### src/sv/dstl_pkg.sv
// package for the decimal string to limbs converter
// types, sizes and character codes shared by the interfaces and the top level
`timescale 1ns / 1ps
`default_nettype none
package dstl_pkg;
	localparam int LIMBS_DEF      = 16;
	localparam int DIGITS_MAX_DEF = 144;
	localparam int CHAR_W         = 8;
	localparam int INDEX_W        = 4;
	localparam int VALUE_W        = 30;
	localparam int BCD_W          = 4;
	localparam int GROUP          = 9;

	typedef logic [CHAR_W-1:0]  char_t;
	typedef logic [INDEX_W-1:0] limb_index_t;
	typedef logic [VALUE_W-1:0] limb_value_t;
	typedef logic [BCD_W-1:0]   bcd_t;

	localparam char_t CH_NUL   = 8'h00;
	localparam char_t CH_ZERO  = 8'h30;
	localparam char_t CH_NINE  = 8'h39;
	localparam char_t CH_MINUS = 8'h2d;

	function automatic logic is_digit(input char_t c);
		return (c >= CH_ZERO) && (c <= CH_NINE);
	endfunction
endpackage
`default_nettype wire

### src/sv/dstl_if.sv
// valid/ready channel interfaces: character items in, limb items out
// depends on dstl_pkg
`timescale 1ns / 1ps
`default_nettype none
interface dstl_char_if;
	import dstl_pkg::*;
	logic  valid;
	logic  ready;
	char_t character;
	modport source (output valid, output character, input ready);
	modport sink (input valid, input character, output ready);
endinterface

interface dstl_limb_if;
	import dstl_pkg::*;
	logic        valid;
	logic        ready;
	limb_index_t limb_index;
	limb_value_t limb_value;
	logic        negative;
	logic        truncated;
	logic        final_limb;
	modport source (output valid, output limb_index, output limb_value, output negative,
		output truncated, output final_limb, input ready);
	modport sink (input valid, input limb_index, input limb_value, input negative,
		input truncated, input final_limb, output ready);
endinterface
`default_nettype wire

### src/sv/dstl_ram.sv
// generic single-port-write, single-port-read ram with registered read data
// no dependencies
`timescale 1ns / 1ps
`default_nettype none
module dstl_ram #(
	parameter int WIDTH = 4,
	parameter int DEPTH = 144,
	localparam int AW = (DEPTH > 1) ? $clog2(DEPTH) : 1
) (
	input  wire logic             clk,
	input  wire logic             we,
	input  wire logic [AW-1:0]    waddr,
	input  wire logic [WIDTH-1:0] wdata,
	input  wire logic             re,
	input  wire logic [AW-1:0]    raddr,
	output logic      [WIDTH-1:0] rdata
);
	logic [WIDTH-1:0] mem [DEPTH];

	always_ff @(posedge clk) begin
		if (we) begin
			mem[waddr] <= wdata;
		end
		if (re) begin
			rdata <= mem[raddr];
		end
	end
endmodule
`default_nettype wire

### src/sv/decimal_string_to_limbs.sv
// a character item is taken in one cycle; digits are written to the digit ram at once
// on NUL the ram is walked one digit per cycle through its single read port,
// nine digits per limb, limb 0 first; each digit passes the read stage into the
// accumulator, and each finished limb is loaded into the output register
// characters are not taken during the walk; a stalled output holds the walk
// reset clears counters and flags; the digit ram needs no clearing pass
// depends on dstl_pkg, dstl_if, dstl_ram
`timescale 1ns / 1ps
`default_nettype none
module decimal_string_to_limbs #(
	parameter int LIMBS      = dstl_pkg::LIMBS_DEF,
	parameter int DIGITS_MAX = dstl_pkg::DIGITS_MAX_DEF
) (
	input wire logic clk,
	input wire logic arst_n,
	dstl_char_if.sink   chars,
	dstl_limb_if.source limbs
);
	import dstl_pkg::*;

	localparam int AW = $clog2(DIGITS_MAX);
	localparam int CW = $clog2(DIGITS_MAX + 1);
	localparam int LW = (LIMBS > 1) ? $clog2(LIMBS) : 1;
	localparam int PW = $clog2(GROUP * LIMBS + GROUP);
	localparam int WW = (PW > CW) ? PW : CW;

	typedef enum logic [1:0] {
		ST_IDLE = 2'b01,
		ST_CONV = 2'b10
	} state_t;

	typedef struct packed {
		logic          valid;
		logic          in_range;
		logic          first;
		logic          last;
		logic [LW-1:0] limb;
		logic          neg;
		logic          trunc;
		logic          fin;
	} rd_ctl_t;

	state_t         state_q;
	logic [CW-1:0]  dc_q;
	logic [CW-1:0]  cc_q;
	logic           minus_q;
	logic           stopped_q;
	logic           ovf_q;
	logic [LW-1:0]  limb_q;
	logic [3:0]     dig_q;
	logic [PW-1:0]  pos_q;
	rd_ctl_t        ctl_s1;
	limb_value_t    acc_q;
	logic           out_valid_q;
	limb_index_t    out_index_q;
	limb_value_t    out_value_q;
	logic           out_neg_q;
	logic           out_trunc_q;
	logic           out_fin_q;

	logic           take;
	logic           stall;
	logic           issue;
	logic           last_issue;
	logic           in_range;
	logic [WW-1:0]  diff;
	logic           we;
	bcd_t           rdata;
	bcd_t           digit;
	limb_value_t    acc_base;
	limb_value_t    acc_n;

	// input side
	assign chars.ready = (state_q == ST_IDLE);
	assign take        = chars.valid && chars.ready;
	assign we          = take && (chars.character != CH_NUL)
		&& !(cc_q == '0 && chars.character == CH_MINUS)
		&& !stopped_q && (cc_q < CW'(DIGITS_MAX)) && is_digit(chars.character)
		&& (dc_q < CW'(DIGITS_MAX));

	// walk side
	assign stall      = ctl_s1.valid && ctl_s1.last && out_valid_q && !limbs.ready;
	assign issue      = (state_q == ST_CONV) && !stall;
	assign last_issue = issue && (limb_q == LW'(LIMBS - 1)) && (dig_q == '0);
	assign in_range   = WW'(pos_q) < WW'(dc_q);
	assign diff       = WW'(dc_q) - WW'(pos_q) - WW'(1);

	dstl_ram #(
		.WIDTH(BCD_W),
		.DEPTH(DIGITS_MAX)
	) u_digits (
		.clk  (clk),
		.we   (we),
		.waddr(dc_q[AW-1:0]),
		.wdata(BCD_W'(chars.character - CH_ZERO)),
		.re   (issue),
		.raddr(diff[AW-1:0]),
		.rdata(rdata)
	);

	assign digit    = ctl_s1.in_range ? rdata : '0;
	assign acc_base = ctl_s1.first ? '0 : acc_q;
	assign acc_n    = (acc_base << 3) + (acc_base << 1) + VALUE_W'(digit);

	always_ff @(posedge clk or negedge arst_n) begin
		if (!arst_n) begin
			state_q   <= ST_IDLE;
			dc_q      <= '0;
			cc_q      <= '0;
			minus_q   <= 1'b0;
			stopped_q <= 1'b0;
			ovf_q     <= 1'b0;
			limb_q    <= '0;
			dig_q     <= 4'(GROUP - 1);
			pos_q     <= PW'(GROUP - 1);
		end else begin
			case (state_q)
				ST_IDLE: begin
					if (take) begin
						if (chars.character == CH_NUL) begin
							state_q <= ST_CONV;
							limb_q  <= '0;
							dig_q   <= 4'(GROUP - 1);
							pos_q   <= PW'(GROUP - 1);
						end else begin
							if (cc_q == '0 && chars.character == CH_MINUS) begin
								minus_q <= 1'b1;
							end else if (!stopped_q) begin
								if (cc_q >= CW'(DIGITS_MAX)) begin
									if (is_digit(chars.character)) begin
										ovf_q <= 1'b1;
									end
								end else if (is_digit(chars.character)) begin
									if (dc_q < CW'(DIGITS_MAX)) begin
										dc_q <= dc_q + CW'(1);
									end
								end else begin
									stopped_q <= 1'b1;
								end
							end
							if (cc_q < CW'(DIGITS_MAX)) begin
								cc_q <= cc_q + CW'(1);
							end
						end
					end
				end
				ST_CONV: begin
					if (issue) begin
						if (dig_q == '0) begin
							dig_q  <= 4'(GROUP - 1);
							pos_q  <= pos_q + PW'(2 * GROUP - 1);
							limb_q <= limb_q + LW'(1);
						end else begin
							dig_q <= dig_q - 4'(1);
							pos_q <= pos_q - PW'(1);
						end
					end
					if (last_issue) begin
						state_q   <= ST_IDLE;
						dc_q      <= '0;
						cc_q      <= '0;
						minus_q   <= 1'b0;
						stopped_q <= 1'b0;
						ovf_q     <= 1'b0;
					end
				end
				default: begin
					state_q <= ST_IDLE;
				end
			endcase
		end
	end

	// read stage: one digit per cycle into the accumulator while the output does not stall
	always_ff @(posedge clk or negedge arst_n) begin
		if (!arst_n) begin
			ctl_s1 <= '0;
		end else if (!stall) begin
			ctl_s1.valid    <= issue;
			ctl_s1.in_range <= in_range;
			ctl_s1.first    <= (dig_q == 4'(GROUP - 1));
			ctl_s1.last     <= (dig_q == '0);
			ctl_s1.limb     <= limb_q;
			ctl_s1.neg      <= minus_q && (dc_q != '0);
			ctl_s1.trunc    <= ovf_q;
			ctl_s1.fin      <= (limb_q == LW'(LIMBS - 1));
		end
	end

	always_ff @(posedge clk) begin
		if (ctl_s1.valid && !stall) begin
			acc_q <= acc_n;
		end
	end

	// output register
	always_ff @(posedge clk or negedge arst_n) begin
		if (!arst_n) begin
			out_valid_q <= 1'b0;
		end else if (ctl_s1.valid && ctl_s1.last && !stall) begin
			out_valid_q <= 1'b1;
		end else if (limbs.ready) begin
			out_valid_q <= 1'b0;
		end
	end

	always_ff @(posedge clk) begin
		if (ctl_s1.valid && ctl_s1.last && !stall) begin
			out_index_q <= INDEX_W'(ctl_s1.limb);
			out_value_q <= acc_n;
			out_neg_q   <= ctl_s1.neg;
			out_trunc_q <= ctl_s1.trunc;
			out_fin_q   <= ctl_s1.fin;
		end
	end

	assign limbs.valid      = out_valid_q;
	assign limbs.limb_index = out_index_q;
	assign limbs.limb_value = out_value_q;
	assign limbs.negative   = out_neg_q;
	assign limbs.truncated  = out_trunc_q;
	assign limbs.final_limb = out_fin_q;

	a_count_order: assert property (@(posedge clk) disable iff (!arst_n)
		dc_q <= cc_q)
		else $error("digit count ahead of character count");

	a_final_index: assert property (@(posedge clk) disable iff (!arst_n)
		limbs.valid && limbs.final_limb |-> limbs.limb_index == INDEX_W'(LIMBS - 1))
		else $error("final limb at wrong index");

	a_read_bound: assert property (@(posedge clk) disable iff (!arst_n)
		issue && in_range |-> diff < WW'(DIGITS_MAX))
		else $error("digit read out of range");

	a_stall_hold: assert property (@(posedge clk) disable iff (!arst_n)
		stall |=> $stable(ctl_s1) && $stable(digit))
		else $error("read stage moved during stall");

	a_no_take_in_walk: assert property (@(posedge clk) disable iff (!arst_n)
		ctl_s1.valid && !ctl_s1.fin |-> !take)
		else $error("character taken during walk");
endmodule
`default_nettype wire

### src/flat_wrapper.sv
// flat-port wrapper written by rule: the top's interface ports become plain ports
module decimal_string_to_limbs_flat import dstl_pkg::*;
#(
	parameter int LIMBS      = dstl_pkg::LIMBS_DEF,
	parameter int DIGITS_MAX = dstl_pkg::DIGITS_MAX_DEF
)
  (clk, arst_n, chars_valid, chars_character, chars_ready, limbs_valid, limbs_limb_index, limbs_limb_value, limbs_negative, limbs_truncated, limbs_final_limb, limbs_ready);
  dstl_char_if chars_i ();
  dstl_limb_if limbs_i ();
  input wire logic clk;
  input wire logic arst_n;
  input wire logic [$bits(chars_i.valid)-1:0] chars_valid;
  input wire logic [$bits(chars_i.character)-1:0] chars_character;
  output wire logic [$bits(chars_i.ready)-1:0] chars_ready;
  output wire logic [$bits(limbs_i.valid)-1:0] limbs_valid;
  output wire logic [$bits(limbs_i.limb_index)-1:0] limbs_limb_index;
  output wire logic [$bits(limbs_i.limb_value)-1:0] limbs_limb_value;
  output wire logic [$bits(limbs_i.negative)-1:0] limbs_negative;
  output wire logic [$bits(limbs_i.truncated)-1:0] limbs_truncated;
  output wire logic [$bits(limbs_i.final_limb)-1:0] limbs_final_limb;
  input wire logic [$bits(limbs_i.ready)-1:0] limbs_ready;
  assign chars_i.valid = chars_valid;
  assign chars_i.character = chars_character;
  assign chars_ready = chars_i.ready;
  assign limbs_valid = limbs_i.valid;
  assign limbs_limb_index = limbs_i.limb_index;
  assign limbs_limb_value = limbs_i.limb_value;
  assign limbs_negative = limbs_i.negative;
  assign limbs_truncated = limbs_i.truncated;
  assign limbs_final_limb = limbs_i.final_limb;
  assign limbs_i.ready = limbs_ready;
  decimal_string_to_limbs #(.LIMBS(LIMBS), .DIGITS_MAX(DIGITS_MAX)) u_core (.clk(clk), .arst_n(arst_n), .chars(chars_i), .limbs(limbs_i));
endmodule
### config.mk
export PLATFORM = sky130hd
export DESIGN_NAME = decimal_string_to_limbs_flat
export DESIGN_NICKNAME = d
export VERILOG_FILES = /design/src/sv/dstl_pkg.sv /design/src/sv/dstl_if.sv /design/src/sv/dstl_ram.sv /design/src/sv/decimal_string_to_limbs.sv /design/src/flat_wrapper.sv
export SDC_FILE = /design/constraint.sdc
export NUM_CORES = 1
export LEC_CHECK = 0
export BUFFER_PORTS_ARGS = -buffer_cell sky130_fd_sc_hd__buf_2
export CAP_MARGIN = 20
export CORE_MARGIN = 8
export CORE_UTILIZATION = 30
export CTS_BUF_LIST = sky130_fd_sc_hd__clkbuf_4
export DETAILED_ROUTE_END_ITERATION = 10
export SETUP_SLACK_MARGIN = 0.4
export SYNTH_ARGS = -nofsm -noshare
export SYNTH_HDL_FRONTEND = slang
export SYNTH_HIERARCHICAL = 1
export SYNTH_SLANG_ARGS = --single-unit
### constraint.sdc
create_clock -name clk -period 3.4 [get_ports clk]
set_clock_uncertainty 0.2 [all_clocks]
set_input_delay 0.17 -clock clk [delete_from_list [all_inputs] [get_ports clk]]
set_output_delay 0.17 -clock clk [all_outputs]
set_load 0.01 [all_outputs]
# Word level (Yosys, flattened, before mapping)
# Memories as Yosys holds them, arrays and structs flattened. A register that Yosys moved wholly into a read port is not among the register bits.
# Index checks and enable logic that the tools add are counted.
# totals
ff_bits,115
ram_bits,576
in_bits,12
out_inout_bits,39
wordCells,155
mem_count,1
# op_classes
n_addsub,11
magnitude_cmp,6
eq_ne,19
n_mux,57
reduce_logical,37
# memory_table
memory,words,word_bits,rd,rd_clocked_by_memory_dff,write_ports,line,source
u_core.u_digits.mem,144,4,1,1,1,dstl_ram.sv:18,logic [WIDTH-1:0] mem [DEPTH];
# ops
op,count
$mux 8,15
$pmux 8 s2,3
$mux 4,9
$add 30x30->30,1
$add 30x4->30,1
$mux 29,1
$ne 2x2->1 const B,12
$mux 1,20
$reduce_and 5->1,4
$logic_and 1x1->1,18
$add 8x1->8 const B,2
$logic_not 8->1,2
$lt 8x8->1 const B,2
$pmux 4 s2,2
$reduce_bool 8->1,2
$sub 8x1->8 const B,2
$reduce_and 9->1,1
$add 8x5->8 const B,1
$eq 4x4->1 const B,2
$eq 8x6->1 const B,1
$ge 8x6->1 const B,1
$ge 8x8->1 const B,1
$le 8x6->1 const B,1
$lt 8x8->1,1
15 further kinds,25

# Longest topological paths before layout
# Gate-level depths: netlist of the first run.
# depth
ltp_word,10
depth_mapped,15
ltp_nobuf,14

# Cells and area by module
# The synthesis of the first run kept the hierarchy.
# by_module_without_submodules
mod,n_inst,cells_each,area_per_inst_um2,seq_area_each_um2
dstl_ram,1,1264,23356.2,17416.7
decimal_string_to_limbs,1,706,7181.9,3211.8

# Worst setup path after synthesis of the first run
# No wires, ideal clock.
# synth_timing
path_type,register to register
from,register u_core/ctl_s1[8] (netlist bit)
to,"register u_core.acc_q[23], data pin"
setup_ns,0.266
arrival_ns,2.861
t_required_ns,2.934
path_slack_ns,0.072
path_stages_with_launch,12
n_path_buf,1
synth_period_minus_slack_ns,3.328
path_cell_list,dfrtp_1 > clkbuf_1 > nand2b_1 > fa_1 > inv_1 > ha_1 > a21oi_1 > o211ai_1 > a22oi_1 > o211ai_1 > a211oi_1 > xnor2_1
# synth_via
elab_chain_len,3
# synth_rtl
item,line,source
from (decl),decimal_string_to_limbs.sv:52,rd_ctl_t ctl_s1;
$mux 29,decimal_string_to_limbs.sv:102,assign acc_base = ctl_s1.first ? '0 : acc_q;
$add 30x30->30,decimal_string_to_limbs.sv:103,assign acc_n = (acc_base << 3) + (acc_base << 1) + VALUE_W'(digit);
$add 30x4->30,decimal_string_to_limbs.sv:103,
via u_core.acc_n[23],decimal_string_to_limbs.sv:71,limb_value_t acc_n;
to (signal assigned),decimal_string_to_limbs.sv:192,acc_q <= acc_n;
to (decl),decimal_string_to_limbs.sv:53,limb_value_t acc_q;
# The timed path passes the listed nets, and every way through them passes these cells.
# A chain may end at the register's enable or synchronous reset.

# Worst setup path in the final report of the first run
# layout_timing
from,register u_core.dc_q[0]
to,"register u_core.u_digits.rdata[1], read port of u_core.u_digits.mem, data pin"
# layout_via
elab_chain_len,2
# layout_rtl
item,line,source
from (decl),decimal_string_to_limbs.sv:44,logic [CW-1:0] dc_q;
from (signal assigned),decimal_string_to_limbs.sv:135,dc_q <= dc_q + CW'(1);
$sub 8x8->8,decimal_string_to_limbs.sv:86,assign diff = WW'(dc_q) - WW'(pos_q) - WW'(1);
$sub 8x1->8,decimal_string_to_limbs.sv:86,
via u_core.diff[1],decimal_string_to_limbs.sv:66,logic [WW-1:0] diff;
to (decl),dstl_ram.sv:16,output logic [WIDTH-1:0] rdata
# The timed path passes the listed nets, and every way through them passes these cells.

==> flow_metrics.env, run 1 <==
export IMPL_run_status="finished with violations"
export IMPL_violations="setup timing"
export IMPL_wl_per_cell_um=20.7
export IMPL_layout_common_cells="edfxtp_1, clkbuf_4, buf_4"
export IMPL_synth_area_leader_cell="edfxtp_1"
export IMPL_multiInputGateArea_um2=10600
export IMPL_fin_cells=3864
export IMPL_seq_area_um2=20600
export IMPL_core_area_um2=101000
export IMPL_placed_cells=3451
export IMPL_layout_nets=2447
export IMPL_final_layout_size_suffix_gt1_frac=0.368
export IMPL_worstSetupPathType="reg -> reg"
export IMPL_gp_congestion=0.896
export IMPL_numCtsBuffers=173
export IMPL_synth_top_area_frac=0.635
export IMPL_drt_iter0_drc=1912
export IMPL_period_needed_ns=3.57
export IMPL_synthCells=1970
export IMPL_crit_path_start_kind="flip-flop"
export IMPL_pwr_share_comb=0.528
export IMPL_yosys_register_bits=695
export IMPL_fmax_mhz=280
export IMPL_clk_pin_slew_ns=0.07
export IMPL_grt_pass1_vias=19892
export IMPL_portBuffers=50
export IMPL_fin_ws_ns=-0.166
export IMPL_p_int_mw=22.1
export IMPL_initial_utilization=0.301
export IMPL_rows=117
export IMPL_grt_start_max_net_pins=144
export IMPL_slew_limit_headroom=0.235
export IMPL_clkLatencyLatePin_ns=1.01
export IMPL_drt_total_wl_mm=80.2
export IMPL_clkPwrFrac=0.189
export IMPL_crit_chain="ha_4 -> fa_4 -> buf_12 -> buf_12 -> buf_16 -> mux4_1 -> mux4_2 -> o32ai_4 -> buf_4 -> a41oi_1"
export IMPL_floorplan_io_pins=51
export IMPL_utilization=0.374
export IMPL_layout_commonest_cell="edfxtp_1"
export IMPL_cp_buffers_inverters=4
export IMPL_die_y_um=335
export IMPL_syn_avg_cell_area_um2=15.5
export IMPL_vias=19300
export IMPL_clk_path_buf_depth=3
export IMPL_synth_edf_count=646
export IMPL_ant_nets=0
export IMPL_cts_tree="done"
export IMPL_syn_to_final_growth_pct=24.2
export IMPL_worst_pin_slew_ns=1.14
export IMPL_switchingPower_mw=13.8
export IMPL_seq_area_frac_synth=0.676
export IMPL_yosys_warnings=6
export IMPL_synthesis_area_um2=30500
export IMPL_total_power_mw=35.9
export IMPL_drc=0
export IMPL_synth_nets=2069
export IMPL_grt_pass1_wl_mm=121
export IMPL_crit_fanout=12
export IMPL_async_flop_share=0.0705
export IMPL_dieArea_um2=112000
export IMPL_leakage_nw=13.3
export IMPL_period_share=1.05
export IMPL_cts_sinks=695
export IMPL_place_area_um2=33400
export IMPL_ir_drop_mv=0.589
export IMPL_dp_hpwl_mm=52.8
export IMPL_finalHoldViolations=0
export IMPL_max_cap_violations=0
export IMPL_antenna_found_initial=6
export IMPL_cts_root_buf="clkbuf_4"
export IMPL_drv_slew=0
export IMPL_htreeDepth=4
export IMPL_synthTopCellsByArea="edfxtp_1, mux4_2, dfrtp_1, ha_1, mux2i_1"
export IMPL_seqPwrFrac=0.283
export IMPL_powerDensity_nw_per_um2=947
export IMPL_hp_class="in -> reg"
export IMPL_swShare=0.386
export IMPL_overflow=0
export IMPL_nFillCells=9515
export IMPL_crit_top_cell="buf_12"
export IMPL_vias_per_cell=4.99
export IMPL_cp_slowest_stage_delay_ns=0.79
export IMPL_die_w_um=335
export IMPL_grt_total_usage=0.140
export IMPL_synth_flop_cell="edfxtp_1"
export IMPL_setup_viol=4
export IMPL_synth_cell_types=74
export IMPL_firstDrtPassIters=6
export IMPL_rsz0062_at_grt="yes"
export IMPL_crit_required_ns=3.95
export IMPL_end_kind="flip-flop"
export IMPL_final_area_um2=37900
export IMPL_cp_slowest_cell="fa_4"
export IMPL_cp_top_family="adder cells"
export IMPL_arrival_ns=4.12
[metal layers]
| layer | vias up | share of wire | track usage |
|---|---|---|---|
| met4 | 0 | 0.029 | 0.0561 |
| met1 | 9730 | 0.41 | 0.178 |
| li1 | 8581 | - | - |
| met2 | 812 | 0.48 | 0.225 |
| met5 | - | 0 | 0 |
| met3 | 177 | 0.085 | 0.0371 |
[logic make-up (layout without fill, tap and decap cells)]
kind of cell    Yosys count  after routing  share of synthesized area
flops                   695            695                      0.676
simple gates            506            506                     0.0778
compound gates          290            290                     0.0624
mux                     208            208                      0.112
buf+inv                 149            665                     0.0251
fa+ha+maj                87             87                     0.0366
xor+xnor                 35             35                     0.0100
other cells               0             10                          0
[timing repair]
action / in CTS / in global routing
setup buffers: 28 / 37
pin swaps: 40 / 37
hold endpoints to repair: 482 / 0
resized for setup: 205 / 158
endpoints found under the setup margin: 299 / 641
gates cloned: 1 / 0
hold buffers: 26 / 0
[flip-flops by register name, indices dropped and copies added (netlist names)]
signal and cells:
u_core/limb_q 4, u_core/minus_q 1, u_core/dig_q 4, u_core/limbs.limb_index 4
u_core/limbs.negative 1, u_core/limbs.truncated 1, u_core/state_q 2, u_core/acc_q 29
u_core/ctl_s1 11, u_core/u_digits/mem 576, u_core/limbs.valid 1, u_core/u_digits/rdata 4
u_core/ovf_q 1, u_core/stopped_q 1, u_core/pos_q 8, u_core/limbs.limb_value 30
u_core/limbs.final_limb 1, u_core/dc_q 8, u_core/cc_q 8
[Yosys cell counts, types with 5 or more instances]
cell type and instances:
buf_6 13, nor3b_1 6, and2_1 10, a31oi_1 15, dfrtp_1 46, a211oi_1 16, buf_4 5, o21bai_1 5
nand2b_1 8, or3_1 7, edfxtp_1 646, and3_1 7, inv_1 49, nand2_1 93, clkbuf_1 56, o21a_1 7
mux4_2 97, o221ai_1 13, o211ai_1 11, nor3_1 20, mux2_2 6, buf_2 16, o21ai_0 65, ha_1 83
nand3b_1 8, xnor2_1 23, nand4_1 15, a21o_1 15, nor2_1 204, mux2i_1 97, nor2b_1 46, buf_1 5
nand3_1 60, xor2_1 12, a22oi_1 10, o22ai_1 33, a21oi_1 51, o31ai_1 5, nor4_1 5, mux4_1 8
[tightest hold or removal path: cells and delay by family]
kind	cells	cell delay, ns
buffers and inverters	3	0.84
and+or+nand+nor	3	0.33
[metrics by stage]
stage	TNS, ns	worst slack [ns]	hold WS (ns)
after floorplan	0	0.256	-0.326
after global placement	-1.85	-0.567	0.139
after detailed placement	-1.99	-0.572	0.155
after CTS	-0.627	-0.177	0.0458
after global routing	-0.869	-0.238	0.137
final	-0.573	-0.166	0.159
[power by group through the flow]
stage / Sequential (mW) / Clock [mW] / Combinational (mW)
floorplan: 10.3 / 0 / 10.3
global placement: 10.3 / 0 / 15.7
detailed placement: 10.3 / 0 / 15.9
CTS: 10.1 / 7.00 / 17.9
global route: 10.2 / 7.45 / 20.0
finish: 10.2 / 6.78 / 19.0
[path summary, 6_finish.rpt]
| check | slack, ns | end | cells after the start | start |
|---|---|---|---|---|
| max | -0.17 | u_core/u_digits/rdata[1] | 10 | u_core/dc_q[0] |
| min | 0.16 | u_core/ctl_s1[4] | 6 | limbs_ready |
| max reg2reg | -0.17 | u_core/u_digits/rdata[1] | 10 | u_core/dc_q[0] |
| min reg2reg | 0.24 | u_core/limbs.truncated | 0 | u_core/ctl_s1[1] |
| max in group asynchronous | 2.12 | u_core/pos_q[3] | 5 | arst_n |
| min in group asynchronous | 0.62 | u_core/dig_q[3] | 4 | arst_n |
[final cells by class]
type | instances | area share
sequential | 695 | 0.544
multi-input combinational | 1126 | 0.280
timing repair buffer | 303 | 0.0689
clock buffer | 238 | 0.0471
tap | 1368 | 0.0451
clock inverter | 75 | 0.00963
inverter | 49 | 0.00495
antenna | 10 | 0.000660
Note: power is estimated with default switching activity, not from simulation.
==> inputs of run 2 (changes only) <==
--- a/config.mk
+++ b/config.mk
@@ -8,7 +8,7 @@
 export BUFFER_PORTS_ARGS = -buffer_cell sky130_fd_sc_hd__buf_2
 export CAP_MARGIN = 20
 export CORE_MARGIN = 8
-export CORE_UTILIZATION = 30
+export CORE_UTILIZATION = 49
 export CTS_BUF_LIST = sky130_fd_sc_hd__clkbuf_4
 export DETAILED_ROUTE_END_ITERATION = 10
 export SETUP_SLACK_MARGIN = 0.4
==> constraint.sdc (replaced) <==
create_clock -name clk -period 3.69 [get_ports clk]
set_clock_uncertainty 0.2 [all_clocks]
set_input_delay 0.1845 -clock clk [delete_from_list [all_inputs] [get_ports clk]]
set_output_delay 0.1845 -clock clk [all_outputs]
set_load 0.01 [all_outputs]
==> flow_metrics.env, run 2 (synthesized netlist as in run 1, its figures left out) <==
export IMPL_arrival_ns=4.07
export IMPL_core_area_um2=61700
export IMPL_overflow=0
export IMPL_ant_nets=0
export IMPL_cts_tree="done"
export IMPL_vias_per_cell=5.79
export IMPL_die_y_um=266
export IMPL_grt_pass1_vias=19075
export IMPL_cts_sinks=695
export IMPL_ir_drop_mv=0.633
export IMPL_gp_congestion=0.879
export IMPL_crit_path_start_kind="flip-flop"
export IMPL_drc=0
export IMPL_crit_required_ns=4.22
export IMPL_final_layout_size_suffix_gt1_frac=0.321
export IMPL_run_status="complete, no violations"
export IMPL_setup_viol=0
export IMPL_clk_pin_slew_ns=0.07
export IMPL_dp_hpwl_mm=50.8
export IMPL_wl_per_cell_um=23.6
export IMPL_utilization=0.590
export IMPL_layout_commonest_cell="edfxtp_1"
export IMPL_cts_root_buf="clkbuf_4"
export IMPL_layout_common_cells="edfxtp_1, clkbuf_4, buf_4"
export IMPL_largest_reg_flops=576
export IMPL_rows=91
export IMPL_hp_class="in -> reg"
export IMPL_slew_limit_headroom=0.0265
export IMPL_syn_to_final_growth_pct=19.2
export IMPL_period_share=0.961
export IMPL_drt_total_wl_mm=77.1
export IMPL_fmax_mhz=282
export IMPL_worstSetupPathType="reg -> reg"
export IMPL_powerDensity_nw_per_um2=874
export IMPL_timing_setup_tns_ns=0
export IMPL_layout_nets=2375
export IMPL_die_w_um=266
export IMPL_worst_pin_slew_ns=1.46
export IMPL_drt_iter0_drc=1702
export IMPL_max_cap_violations=0
export IMPL_clk_path_buf_depth=3
export IMPL_initial_utilization=0.495
export IMPL_period_needed_ns=3.54
export IMPL_rsz0062_at_grt="yes"
export IMPL_grt_start_max_net_pins=145
export IMPL_finalHoldViolations=0
export IMPL_grt_total_usage=0.218
export IMPL_regMostFlops="u_core/u_digits/mem"
export IMPL_end_kind="flip-flop"
export IMPL_grt_pass1_wl_mm=115
export IMPL_drv_slew=0
export IMPL_clkLatencyLatePin_ns=1.04
export IMPL_vias=18871
export IMPL_antenna_found_initial=3
export IMPL_crit_fanout=7
export IMPL_numCtsBuffers=178
export IMPL_firstDrtPassIters=6
export IMPL_dieArea_um2=70600
export IMPL_portBuffers=50
export IMPL_htreeDepth=4
export IMPL_floorplan_io_pins=51
export IMPL_nFillCells=4887
export IMPL_leakage_nw=12.8
export IMPL_total_power_mw=31.8
run 2: layout make-up:
type                            instances  area [um2]  area share
Antenna cell                            4        10.0    0.000275
Clock buffer                          252        1890      0.0520
Clock inverter                         71         402      0.0110
Inverter                               49         184     0.00505
Multi-Input combinational cell       1126       10200       0.281
Sequential cell                       695       20600       0.567
Tap cell                              837        1050      0.0288
Timing Repair Buffer                  226        2030      0.0558
run 2: path summary, 6_finish.rpt:
check | start | end | slack (ns) | cells after the start
min in group asynchronous | arst_n | u_core/cc_q[0] | 0.41 | 4
hold reg to reg | u_core/ctl_s1[1] | u_core/limbs.truncated | 0.26 | 0
max in group asynchronous | arst_n | u_core/pos_q[3] | 1.96 | 6
setup / recovery | u_core/pos_q[0] | u_core/u_digits/rdata[2] | 0.15 | 11
hold / removal | chars_character[0] | u_core/u_digits/mem[114][0] | 0.15 | 3
setup reg to reg | u_core/pos_q[0] | u_core/u_digits/rdata[2] | 0.15 | 11
run 2: per-layer routing:
| layer | track usage | vias up | wire (um) |
|---|---|---|---|
| met5 | 0 | - | 0 |
| met4 | 0.0826 | 0 | 2200 |
| met3 | 0.0464 | 146 | 4600 |
| met2 | 0.356 | 701 | 37700 |
| met1 | 0.286 | 9570 | 32500 |
| li1 | - | 8454 | - |
run 2: repair_timing:
item	in CTS	in global routing
gates resized for setup	53	230
hold endpoints to repair	537	2
pin swaps	14	23
hold buffers	24	1
cloned	3	0
endpoints found under the setup margin	114	614
setup buffers	14	15
run 2: power breakdown:
part | total (mW) | internal (mW) | switching (mW)
registers | 9.33 | 9.13 | 0.199
logic | 16.0 | 7.15 | 8.82
clock network | 6.55 | 3.39 | 3.16
run 2: worst max-delay path, cell delays in order, from the launching register on:
cell	delay [ns]
dfrtp_1	0.37
inv_2	0.06
ha_4	0.16
fa_4	0.80
buf_12	0.17
buf_4	0.12
mux4_2	0.31
mux2_4	0.30
o31ai_4	0.26
nor4_4	0.09
o32ai_4	0.32
a31oi_1	0.10
run 2: per-stage QoR:
stage	hold slack (ns)	cell area, um2	std cells	worst slack [ns]
floorplan	-0.311	30500	1970	0.435
global placement	-0.0281	32400	2876	-0.154
detailed placement	-0.0262	32400	2876	-0.185
CTS	0.0659	35400	3240	0.121
global route	0.0977	36400	3260	0.127
finish	0.155	36400	3260	0.145
==> inputs of run 3 (changes only) <==
--- a/config.mk
+++ b/config.mk
@@ -7,10 +7,11 @@
 export LEC_CHECK = 0
 export BUFFER_PORTS_ARGS = -buffer_cell sky130_fd_sc_hd__buf_2
 export CAP_MARGIN = 20
-export CORE_MARGIN = 8
+export CORE_MARGIN = 10
 export CORE_UTILIZATION = 49
 export CTS_BUF_LIST = sky130_fd_sc_hd__clkbuf_4
 export DETAILED_ROUTE_END_ITERATION = 10
+export RECOVER_POWER = 25
 export SETUP_SLACK_MARGIN = 0.4
 export SYNTH_ARGS = -nofsm -noshare
 export SYNTH_HDL_FRONTEND = slang
==> flow_metrics.env, run 3 (synthesized netlist as in run 1, its figures left out) <==
export IMPL_run_status="finished with violations"
export IMPL_violations="capacitance limit, slew limit"
export IMPL_period_share=0.960
export IMPL_hp_class="in -> reg"
export IMPL_cts_root_buf="clkbuf_4"
export IMPL_max_cap_violations=3
export IMPL_cts_tree="done"
export IMPL_clk_path_buf_depth=3
export IMPL_crit_fanout=8
export IMPL_powerDensity_nw_per_um2=892
export IMPL_ir_drop_mv=0.874
export IMPL_initial_utilization=0.495
export IMPL_drv_slew=119
export IMPL_setup_viol=0
export IMPL_grt_total_usage=0.210
export IMPL_firstDrtPassIters=6
export IMPL_crit_required_ns=4.19
export IMPL_numCtsBuffers=176
export IMPL_crit_chain="ha_4 -> fa_4 -> buf_12 -> buf_12 -> buf_12 -> buf_12 -> mux4_2 -> mux4_2 -> o32ai_4 -> a31oi_1"
export IMPL_overflow=0
export IMPL_cts_sinks=695
export IMPL_layout_nets=2345
export IMPL_dp_hpwl_mm=51.1
export IMPL_cp_top_family="adder cells"
export IMPL_dieArea_um2=72700
export IMPL_leakage_nw=12.6
export IMPL_cp_slowest_cell="fa_4"
export IMPL_slew_limit_headroom=-0.535
export IMPL_regMostFlops="u_core/u_digits/mem"
export IMPL_arrival_ns=4.04
export IMPL_drt_total_wl_mm=77.3
export IMPL_cp_buffers_inverters=4
export IMPL_rows=91
export IMPL_crit_top_cell="buf_12"
export IMPL_ant_nets=0
export IMPL_rsz0062_at_grt="yes"
export IMPL_nFillCells=4904
export IMPL_syn_to_final_growth_pct=16.8
export IMPL_final_layout_size_suffix_gt1_frac=0.288
export IMPL_die_y_um=270
export IMPL_die_w_um=270
export IMPL_timing_setup_tns_ns=0
export IMPL_layout_common_cells="edfxtp_1, clkbuf_4, nor2_1"
export IMPL_drc=0
export IMPL_clk_pin_slew_ns=0.07
export IMPL_finalHoldViolations=0
export IMPL_largest_reg_flops=576
export IMPL_period_needed_ns=3.54
export IMPL_final_area_um2=35700
export IMPL_floorplan_io_pins=51
export IMPL_portBuffers=50
export IMPL_total_power_mw=31.8
export IMPL_worstSetupPathType="reg -> reg"
export IMPL_end_kind="flip-flop"
export IMPL_vias_per_cell=5.84
export IMPL_wl_per_cell_um=24.1
export IMPL_fmax_mhz=282
export IMPL_antenna_found_initial=1
export IMPL_core_area_um2=61700
export IMPL_grt_start_max_net_pins=83
export IMPL_place_area_um2=32300
export IMPL_layout_commonest_cell="edfxtp_1"
export IMPL_reg2reg_slack_ns=0.15
export IMPL_vias=18722
export IMPL_worst_pin_slew_ns=2.30
export IMPL_drt_iter0_drc=1844
export IMPL_grt_pass1_vias=18890
export IMPL_clkLatencyLatePin_ns=1.02
export IMPL_cp_slowest_stage_delay_ns=0.84
export IMPL_crit_path_start_kind="flip-flop"
export IMPL_gp_congestion=0.914
export IMPL_grt_pass1_wl_mm=116
export IMPL_htreeDepth=4
==> run 3: cell count changes in the layout (fill, tap and decap cells not counted), sizes merged <==
cell / change
buf: -41
bufinv: +3
clkbuf: -1
clkinv: -8
clkinvlp: +1
diode: -1
dlygate4sd3: -1
inv: -4
==> run 3: cell type report <==
class	count	area, um2	area share
diodes	3	7.51	0.000211
clock buffers	237	1780	0.0499
clock inverters	63	444	0.0125
inverters	49	184	0.00516
multi-input cells	1126	9870	0.277
flip-flops and latches	695	20600	0.579
well taps	837	1050	0.0294
repair buffers	198	1700	0.0476
==> run 3: path summary, 6_finish.rpt <==
check                                 start                     endpoint  depth (start not counted)
min in group asynchronous            arst_n               u_core/dc_q[5]                          5
max in group asynchronous            arst_n             u_core/ctl_s1[3]                          5
min reg2reg                u_core/ctl_s1[3]   u_core/limbs.limb_index[0]                          0
max                          u_core/dc_q[0]     u_core/u_digits/rdata[2]                         10
max reg2reg                  u_core/dc_q[0]     u_core/u_digits/rdata[2]                         10
min                             limbs_ready  u_core/limbs.limb_value[12]                          4
==> run 3: worst reg2reg max path: cells and delay by family (launching register included) <==
kind / cells / cell delay [ns]
compound gates: 2 / 0.26
fa+ha+maj: 2 / 1.01
buf+inv: 4 / 0.51
flops: 1 / 0.40
mux: 2 / 0.88
==> run 3: what timing repair did <==
item	in CTS	in global routing
hold endpoints to repair	451	0
cloned	2	1
buffers inserted	15	3
resized for setup	51	119
endpoints found under the setup margin	561	597
pin swaps	10	17
hold buffers	24	0
==> run 3: metrics by stage <==
stage	hold WS (ns)	utilization	instances	setup slack, ns
after global placement	0.0671	0.523	2860	-0.000425
after CTS	0.0507	0.571	3201	0.0917
final	0.203	0.578	3208	0.147
after detailed placement	0.0748	0.523	2860	0.00567
after global routing	0.142	0.578	3207	0.0928
after floorplan	-0.311	-	1970	0.435
==> run 3: layer usage <==
layer,up-vias,track usage,routed length [um]
li1,8351,-,-
met3,151,0.0547,6250
met4,0,0.0837,2630
met2,751,0.338,37300
met1,9469,0.270,31200
met5,-,0,0
==> run 3: report_power, final <==
part | total, mW | switching, mW | internal [mW]
Sequential | 9.34 | 0.213 | 9.13
Clock | 6.46 | 3.05 | 3.41
Combinational | 16.0 | 8.94 | 7.05
Total | 31.8 | 12.2 | 19.6
